<file path="src/sv/spq_pkg.sv">
`default_nettype none
package spq_pkg;

  // Operation codes carried on op_i
  localparam logic [1:0] OP_INSERT = 2'd0;
  localparam logic [1:0] OP_REMOVE = 2'd1;
  localparam logic [1:0] OP_PEEK   = 2'd2;

  // Fixed field widths of the ports
  localparam int ITEM_W      = 32;
  localparam int PRIO_W      = 16;
  localparam int OUT_COUNT_W = 7;

  // Per-cycle command broadcast to every cell of the chain
  typedef struct packed {
    logic ins;
    logic rem;
  } cell_cmd_t;

endpackage
`default_nettype wire

</file>
<file path="src/sv/spq_cell.sv">
`default_nettype none
module spq_cell #(
  parameter int KEY_WIDTH = 16
) (
  input  wire                           clk_i,
  input  wire                           rst_ni,
  input  spq_pkg::cell_cmd_t            cmd_i,
  input  wire signed [KEY_WIDTH-1:0]    new_key_i,
  input  wire [spq_pkg::ITEM_W-1:0]     new_item_i,
  input  wire                           prev_keep_i,
  input  wire                           prev_valid_i,
  input  wire signed [KEY_WIDTH-1:0]    prev_key_i,
  input  wire [spq_pkg::ITEM_W-1:0]     prev_item_i,
  input  wire                           next_valid_i,
  input  wire signed [KEY_WIDTH-1:0]    next_key_i,
  input  wire [spq_pkg::ITEM_W-1:0]     next_item_i,
  output logic                          keep_o,
  output logic                          valid_o,
  output logic signed [KEY_WIDTH-1:0]   key_o,
  output logic [spq_pkg::ITEM_W-1:0]    item_o
);

  logic                        valid_q, valid_d;
  logic signed [KEY_WIDTH-1:0] key_q, key_d;
  logic [spq_pkg::ITEM_W-1:0]  item_q, item_d;

  // Stored entry strictly smaller than the new key stays in place
  assign keep_o = valid_q && (key_q < new_key_i);

  // Hold, take the new entry, shift down from the previous cell, or shift up
  always_comb begin
    valid_d = valid_q;
    key_d   = key_q;
    item_d  = item_q;
    if (cmd_i.ins && !keep_o) begin
      if (prev_keep_i) begin
        valid_d = 1'b1;
        key_d   = new_key_i;
        item_d  = new_item_i;
      end else begin
        valid_d = prev_valid_i;
        key_d   = prev_key_i;
        item_d  = prev_item_i;
      end
    end else if (cmd_i.rem) begin
      valid_d = next_valid_i;
      key_d   = next_key_i;
      item_d  = next_item_i;
    end
  end

  always_ff @(posedge clk_i or negedge rst_ni) begin
    if (!rst_ni) begin
      valid_q <= 1'b0;
    end else begin
      valid_q <= valid_d;
    end
  end

  always_ff @(posedge clk_i) begin
    key_q  <= key_d;
    item_q <= item_d;
  end

  assign valid_o = valid_q;
  assign key_o   = key_q;
  assign item_o  = item_q;

endmodule
`default_nettype wire

</file>
<file path="config.mk">
export PLATFORM = sky130hd
export DESIGN_NAME = spq_cell
export DESIGN_NICKNAME = d
export VERILOG_FILES = /design/src/sv/spq_pkg.sv /design/src/sv/spq_cell.sv
export SDC_FILE = /design/constraint.sdc
export NUM_CORES = 1
export LEC_CHECK = 0
export BUFFER_PORTS_ARGS = -buffer_cell sky130_fd_sc_hd__buf_2
export CORE_MARGIN = 2
export CORE_UTILIZATION = 45
export CTS_BUF_LIST = sky130_fd_sc_hd__clkbuf_8
export DETAILED_ROUTE_END_ITERATION = 10
export PLACE_DENSITY = 0.83
export SETUP_SLACK_MARGIN = 0.05
export SLEW_MARGIN = 20
export SYNTH_ARGS = -nofsm -noshare
export SYNTH_HDL_FRONTEND = slang
export SYNTH_SLANG_ARGS = --single-unit
</file>
<file path="constraint.sdc">
create_clock -name clk_i -period 3 [get_ports clk_i]
set_input_delay 0.15 -clock clk_i [delete_from_list [all_inputs] [get_ports clk_i]]
set_output_delay 0.15 -clock clk_i [all_outputs]
set_load 0.05 [all_outputs]
</file>
**Word-level counts from Yosys, hierarchy flattened**

Index checks and enable logic that the tools add are counted.

- Register bits: 49
- Logic and storage cells: 17

- Multiplexer cells: 9
- Reduce and logical (&&, ||, !) cells: 4
- $lt $le $gt $ge: 1

Operators by type and width:

| cell | count |
|---|---|
| two-way mux 32 bit | 3 |
| two-way mux 16 bit | 3 |
| less-than comparator 16 bit | 1 |
| two-way mux 1 bit | 3 |
| logical AND 1 bit | 2 |
| nonzero test 2 bit | 1 |
| zero test 1 bit | 1 |

**Depth between registers and ports, before layout**

Gate-level depths: netlist (run 1).

- Depth after elaboration: 5
- Gate-level depth with buffers: 8

**Worst setup path after synthesis (run 1)**

No wires, ideal clock.

- Path kind: flip-flop to flip-flop
- From: register key_q[15] (netlist: key_o[15])
- To: register item_q (netlist bit item_o[0]) (enable)
- Stages on the path, launching flop included: 8
- Data required time: 2.616 ns
- Period minus slack after synthesis: 3.031 ns
- Data arrival time: 2.647 ns
- Setup time: 0.384 ns
- Path slack: -0.031 ns
- Cell sequence: edfxtp_1 -> ha_1 -> nand4_1 -> a211oi_1 -> a32oi_2 -> a21oi_4 -> buf_6 -> or2_2

- Word-level cells in the longest chain between the ends: 5

Ends and longest elaborated chain:

| element | RTL line | source |
|---|---|---|
| start, declared | spq_cell.sv:24 | `logic signed [KEY_WIDTH-1:0] key_q, key_d;` |
| start signal, assigned | spq_cell.sv:61 | `key_q <= key_d;` |
| less-than comparator 16 bit | spq_cell.sv:28 | `assign keep_o = valid_q && (key_q < new_key_i);` |
| logical AND 1 bit | spq_cell.sv:28 |  |
| zero test 1 bit | spq_cell.sv:35 | `if (cmd_i.ins && !keep_o) begin` |
| logical AND 1 bit | spq_cell.sv:35 |  |
| nonzero test 2 bit (no source line) | n/a |  |
| end signal, assigned | spq_cell.sv:62 | `item_q <= item_d;` |
| end, declared | spq_cell.sv:25 | `logic [spq_pkg::ITEM_W-1:0] item_q, item_d;` |

Every way passes these cells.
A chain may end at the register's enable or synchronous reset.

**Worst setup path after layout (run 1)**

- From: register key_q[15] (netlist: key_o[15])
- To: register item_q (netlist bit item_o[13]), data pin

- Word-level cells in the longest chain between the ends: 5

Ends and longest elaborated chain:

| element | RTL line |
|---|---|
| less-than comparator 16 bit | spq_cell.sv:28 |
| logical AND 1 bit | spq_cell.sv:28 |
| zero test 1 bit | spq_cell.sv:35 |
| logical AND 1 bit | spq_cell.sv:35 |
| two-way mux 32 bit | spq_cell.sv:35 |
| via item_d (one bit) | spq_cell.sv:25 |

The timed path passes the listed nets, and every way through them passes these cells.

==> reports/results.ini, run 1 <==
[floorplanning]
io_pins=201
num_rows=31
dieArea_sq_um=7940
design.core.area_sq_um=7140
start_util_pct=45.7
die_w_um=89.1
die_y_um=89.1

[global_route]
grt_overflow=0
busiest_layer=met2
gr-usage-all-layers_pct=19.4
antenna_found_initial=0
grt_util_met1_pct=20.7
grt_max_degree=49
first_global_vias=2541
met2_usage_pct=36.7
gr-usage-met3_pct=5.82
grt_pass1_wl_um=11600

[logic_synthesis]
muxShareOfSynthArea_pct=39.3
postSynthCellCount=220
synthAdderAreaFrac_pct=5.76
ys_warn_count=0
ys_types=22
yosys_register_bits=49
synth.largest_area_cell=edfxtp_1
synth_top_family_by_area=multiplexers
synthXorXnorAreaFrac_pct=0
syn_area_sq_um=3260
synth_nets=386
synth.avg_cell_area_sq_um=14.8
yosys-top-cells-area=edfxtp_1, mux2_4, mux2_2, ha_1, inv_1
synth_top_area_share_pct=44.2
synth-simple-area-share_pct=2.27
synth_compound_area_share_pct=3.34
synth_seq_area_share_pct=45.0

[cells_and_area]
design_area_sq_um=4440
final_common_cell=buf_2
diodes=0
layout_common_cells=buf_2, mux2_2, mux2_4, edfxtp_1, inv_1
area_growth_pct=36.3
final_cells=522
layout.nets=588
layout-drive-gt1-share_pct=73.0

[setup_path]
crit_path_max_incr_delay_ps=410
crit_type=reg -> reg
endpoint_kind=flop
crit_buf_inv=1
startpoint_type=flop
crit_family=compound AO/OA/AOI/OAI gates
crit_required_ps=3050
path_cells=ha_1 -> nand4_1 -> a211oi_1 -> a32oi_2 -> a21oi_4 -> buf_4 -> mux2_4
cp.arrival_ps=2590
path_max_fanout=23
rr_startpoint=key_o[15]
crit_start=key_o[15]
slowest_stage=buf_4

[place]
dpl.hpwl_um=6350
dp_slack_ps=459
gp_congestion=0.814
dp.cells=513
io_buffers=200
dpl-instance-area_sq_um=4340

[route]
drt_wl_total_um=7890
drc=0
viasPerCell=4.96
drt.antenna.violating_nets=0
drt_iter0_drc=75
vias=2589
routedWlPerCell_um=15.1
first_pass_iters=4

[clock_network]
cts_root_buf=clkbuf_8
postCtsHoldBufs=1
clock_latency_ps=290
path_clk_slew_ps=90
cts_resized=0
post_cts_buffers=0
cts_made_buffers=5
cts.sinks=49
ctsHtreeMaxLevel=2
clockBufferDepth=2
cts_tree=done

[power]
vdd_ir_drop_max_v=0.000224
p_per_area_nw_per_um2=549
p_leak_nw=2.21

[sta]
period_share_pct=84.7
period_minus_slack_ps=2540
max_clock_freq_ghz=0.393
setup_ws_ps=458
final.setup.tns_ps=0
worst_pin_slew_ps=719
hold_violations=0
grt_setup_unrepaired=false
final.setup_skew_ps=3.48
setup_viol=0
slew_headroom_pct=52.1
slew_violations=0

[run_status]
status=completed

[run]
drv_cap=0

[hold_path]
hold_path_class=in -> reg
worstHoldStart=next_item_i[18]

layer usage:
metal / share of wire, % / routed length [um]
met5: 0 / 0
met1: 37 / 2890
met4: 0.86 / 68
met3: 8.8 / 696
met2: 54 / 4240
power breakdown:
| part | leakage [nW] | switching, mW | internal, mW |
|---|---|---|---|
| Sequential | 0.495 | 0.0407 | 0.903 |
| Combinational | 1.66 | 0.691 | 0.411 |
| Clock | 0.0538 | 0.209 | 0.182 |
| Total | 2.21 | 0.941 | 1.50 |
per-stage QoR:
stage                     hold WS [ps]  util, %  power [mW]
after floorplan                   -146        -        1.79
after global placement           -60.7     60.8        2.04
after detailed placement         -56.3     60.8        2.07
after CTS                          136     62.2        2.47
after global routing               129     62.2        2.55
final                              148     62.2        2.44
worst paths after layout:
kind	depth (start not counted)	end	slack [ps]
min	2	item_o[18]	150
max	7	item_o[13]	460
max in group asynchronous	2	valid_o	2740
min reg2reg	2	valid_o	740
max reg2reg	7	item_o[13]	460
min in group asynchronous	2	valid_o	160
cells in the mapped netlist, drive strengths merged:
master  count
or2         1
inv        17
edfxtp     48
nand2       8
nand3b      1
mux2       96
buf         6
clkbuf      4
nand2b      1
ha         15
a211oi      2
nand4       2
mux2i       2
a2111o      1
a32oi       1
dfrtp       1
a21oi       7
nor2        3
o21ai       4
cell families after synthesis:
group | Yosys count
AO/OA/AOI/OAI | 15
adder cells (fa/ha/maj) | 15
buffers and inverters | 27
flip-flops | 49
multiplexers | 98
AND/OR/NAND/NOR | 16
cell type report:
class                      instances  area [sq um]
fill                             617          2700
multi-input combinational        144          1650
sequential                        49          1470
timing repair buffer             205          1040
tap                               99           124
clock buffer                       6          82.6
inverter                          17          63.8
clock inverter                     2          7.51
flip-flops by register name, indices dropped and copies added (netlist names):
| signal | cells |
|---|---|
| item_o | 32 |
| valid_o | 1 |
| key_o | 16 |
Power figures use the tool's default switching activity.
==> run 2, diff against run 1 <==
--- a/config.mk
+++ b/config.mk
@@ -5,12 +5,13 @@
 export SDC_FILE = /design/constraint.sdc
 export NUM_CORES = 1
 export LEC_CHECK = 0
+export ABC_AREA = 1
 export BUFFER_PORTS_ARGS = -buffer_cell sky130_fd_sc_hd__buf_2
 export CORE_MARGIN = 2
-export CORE_UTILIZATION = 45
+export CORE_UTILIZATION = 39
 export CTS_BUF_LIST = sky130_fd_sc_hd__clkbuf_8
 export DETAILED_ROUTE_END_ITERATION = 10
-export PLACE_DENSITY = 0.83
+export PLACE_DENSITY = 0.79
 export SETUP_SLACK_MARGIN = 0.05
 export SLEW_MARGIN = 20
 export SYNTH_ARGS = -nofsm -noshare
==> constraint.sdc (replaced) <==
create_clock -name clk_i -period 2.2 [get_ports clk_i]
set_input_delay 0.11 -clock clk_i [delete_from_list [all_inputs] [get_ports clk_i]]
set_output_delay 0.11 -clock clk_i [all_outputs]
set_load 0.05 [all_outputs]
==> run 2 against run 1 <==
  * Fmax is 18% higher
  * First-iteration DRC count is 2.7% lower
  * Register-to-register slack worse by 420 ps
  * Core utilization is 0.53 points higher
  * Wire length is 14% higher
  * Cell area is 3.0% higher
  * Clock skew is 2.9 ps higher
  * Worst hold slack worse by 68 ps
  * Die area is 4.4% higher
  * Via count is 15% higher
  * Area after synthesis is 9.4% lower
  * Critical endpoint is now item_o[12]
  * Highest routed layer unchanged
==> reports/results.ini, run 2 <==
[floorplanning]
design.core.area_sq_um=7290  ; +2.2%
dieArea_sq_um=8280  ; +4.4%
die_y_um=91.0  ; +2.2%
num_rows=31  ; unchanged
start_util_pct=40.5  ; -5.2 points
io_pins=201  ; unchanged
die_w_um=91.0  ; +2.2%

[global_route]
grt_max_degree=55  ; +12%
antenna_found_initial=0  ; unchanged
grt_overflow=0  ; unchanged
first_global_vias=2710  ; +6.7%
grt_pass1_wl_um=11900  ; +2.5%
gr-usage-all-layers_pct=17.7  ; -1.6 points

[cells_and_area]
largest_reg_flops=32  ; unchanged
layout.nets=677  ; +15%
area_growth_pct=54.9
layout-drive-gt1-share_pct=53.1  ; -20 points
diodes=0  ; unchanged
layout_common_cells=buf_2, nand2_1, edfxtp_1
final_common_cell=buf_2

[sta]
period_minus_slack_ps=2160  ; -380 ps
hold_violations=0  ; unchanged
slew_headroom_pct=69.7  ; +18 points
setup_ws_ps=37.6  ; -420 ps
hold_slack_ps=80.7  ; -67.7 ps
final.setup_skew_ps=6.40  ; +2.92 ps
grt_setup_unrepaired=true
final.setup.tns_ps=0  ; unchanged
slew_violations=0  ; unchanged
max_clock_freq_ghz=0.462  ; +18%
worst_pin_slew_ps=454  ; -265 ps
setup_viol=0  ; unchanged
period_share_pct=98.3  ; +14 points

[place]
gp_congestion=0.791  ; -2.9%
dp_slack_ps=32.5  ; -427 ps
io_buffers=200  ; unchanged
dpl.hpwl_um=6110  ; -3.7%

[power]
swShare_pct=46.0  ; +7.4 points
sequentialPowerShare_pct=32.4  ; -6.3 points
p_sw_mw=2.08  ; +120%
p_leak_nw=2.31  ; +4.6%
vdd_ir_drop_max_v=0.000426  ; +91%
total_power_mw=4.53  ; +86%
clockPowerShare_pct=14.0  ; -2.0 points
p_per_area_nw_per_um2=990  ; +80%
p_int_mw=2.45  ; +64%
power_frac_comb_pct=53.7  ; +8.5 points

[route]
drt_iter0_drc=73  ; -2.7%
drt_wl_total_um=8980  ; +14%
first_pass_iters=4  ; unchanged
vias=2984  ; +15%
viasPerCell=4.88  ; -1.5%
drt.antenna.violating_nets=0  ; unchanged
routedWlPerCell_um=14.7  ; -2.8%
drc=0  ; unchanged

[clock_network]
clock_latency_ps=300  ; about the same
cts_tree=done
clockBufferDepth=2  ; unchanged
cts_made_buffers=5  ; unchanged
path_clk_slew_ps=90  ; about the same
cts_root_buf=clkbuf_8
cts.sinks=49  ; unchanged
ctsHtreeMaxLevel=2  ; unchanged

[logic_synthesis]
synth.avg_cell_area_sq_um=9.71  ; -34%
postSynthCellCount=304  ; +38%
ys_warn_count=0  ; unchanged
yosys_register_bits=49  ; unchanged
synth.most_common_cell=nand2_1
synth_edf_count=48  ; unchanged
syn_area_sq_um=2950  ; -9.4%
async_flop_share_pct=2.04  ; unchanged
synth.largest_area_cell=edfxtp_1
synth_nets=470  ; +22%
yosys-top-cells-area=edfxtp_1, mux2i_1, nand2_1, o21ai_0, ha_1
synth_top_cells_by_count=nand2_1, o21ai_0, edfxtp_1
ys_types=20  ; -9.1%
synth_top_area_share_pct=48.8  ; +4.6 points
synth_flop_cell=edfxtp_1
synth_seq_area_share_pct=49.7  ; +4.7 points

[run]
drv_cap=0  ; unchanged

[setup_path]
crit_type=reg -> reg
cp.arrival_ps=2210  ; -380 ps
crit_required_ps=2250  ; -800 ps
startpoint_type=flop
path_max_fanout=14  ; -39%
endpoint_kind=flop

[run_status]
status=completed

[hold_path]
hold_path_class=in -> reg

-- run 2: layout make-up --
class                   count  area [sq um]
fillers                   612          2720
multi-input cells         219          1570
flip-flops and latches     49          1470
repair buffers            214          1220
well taps                  99           124
inverters                  22          82.6
clock buffers               5          68.8
clock inverters             3          37.5
-- run 2: critical path: stages, from the launching register on --
cell	delay [ps]
edfxtp_1	440
ha_4	310
nand2_4	50
o21bai_1	150
a21oi_1	140
nor2_1	70
nand2_1	80
nand2_2	60
nand3_4	140
nand2_8	120
clkbuf_16	200
nand2_1	70
o21ai_0	70
-- run 2: final timing paths --
kind / start / to / slack (ps) / depth (start not counted)
max: key_o[11] / item_o[12] / 40 / 12
min: next_key_i[10] / key_o[10] / 80 / 3
max reg2reg: key_o[11] / item_o[12] / 40 / 12
min reg2reg: valid_o / valid_o / 630 / 2
max in group asynchronous: rst_ni / valid_o / 2020 / 2
min in group asynchronous: rst_ni / valid_o / 100 / 2
-- run 2: timing repair --
action	CTS	global route
setup buffers	0	3
gates cloned	0	9
hold buffers	1	0
setup endpoints to repair	10	97
pin swaps	0	9
hold endpoints to repair	1	0
resized for setup	0	49
-- run 2: metrics by stage --
step / utilization, % / std cells / instance area [sq um]
after floorplan: - / 304 / 3010
after global placement: 56.0 / 590 / 4090
after detailed placement: 56.0 / 590 / 4090
after CTS: 57.6 / 599 / 4200
after global routing: 62.7 / 611 / 4570
final: 62.7 / 611 / 4570
-- run 2: metal layers --
layer  global-route usage (%)  vias to the layer above  wire length [um]
met1                     19.3                     1374              3440
met2                     33.3                      128              4710
li1                         -                     1474                 -
met5                        0                        -                 0
met3                     4.90                        8               717
met4                     5.18                        0               107
-- run 2: kinds of logic after synthesis --
family          count (synthesis)  share of synthesized area, %
simple gates                   95                          12.8
compound gates                 73                          13.8
flops                          49                          49.7
buf+inv                        39                          6.19
mux                            33                          11.2
fa+ha+maj                      15                          6.36
-- run 2: power groups by stage --
stage / Sequential (mW) / Combinational [mW] / Clock [mW]
after floorplan: 2.33 / 0.669 / 0
after CTS: 1.45 / 2.05 / 0.646
final: 1.47 / 2.43 / 0.633
after global routing: 1.49 / 2.58 / 0.673
after global placement: 1.46 / 2.00 / 0
after detailed placement: 1.47 / 2.05 / 0
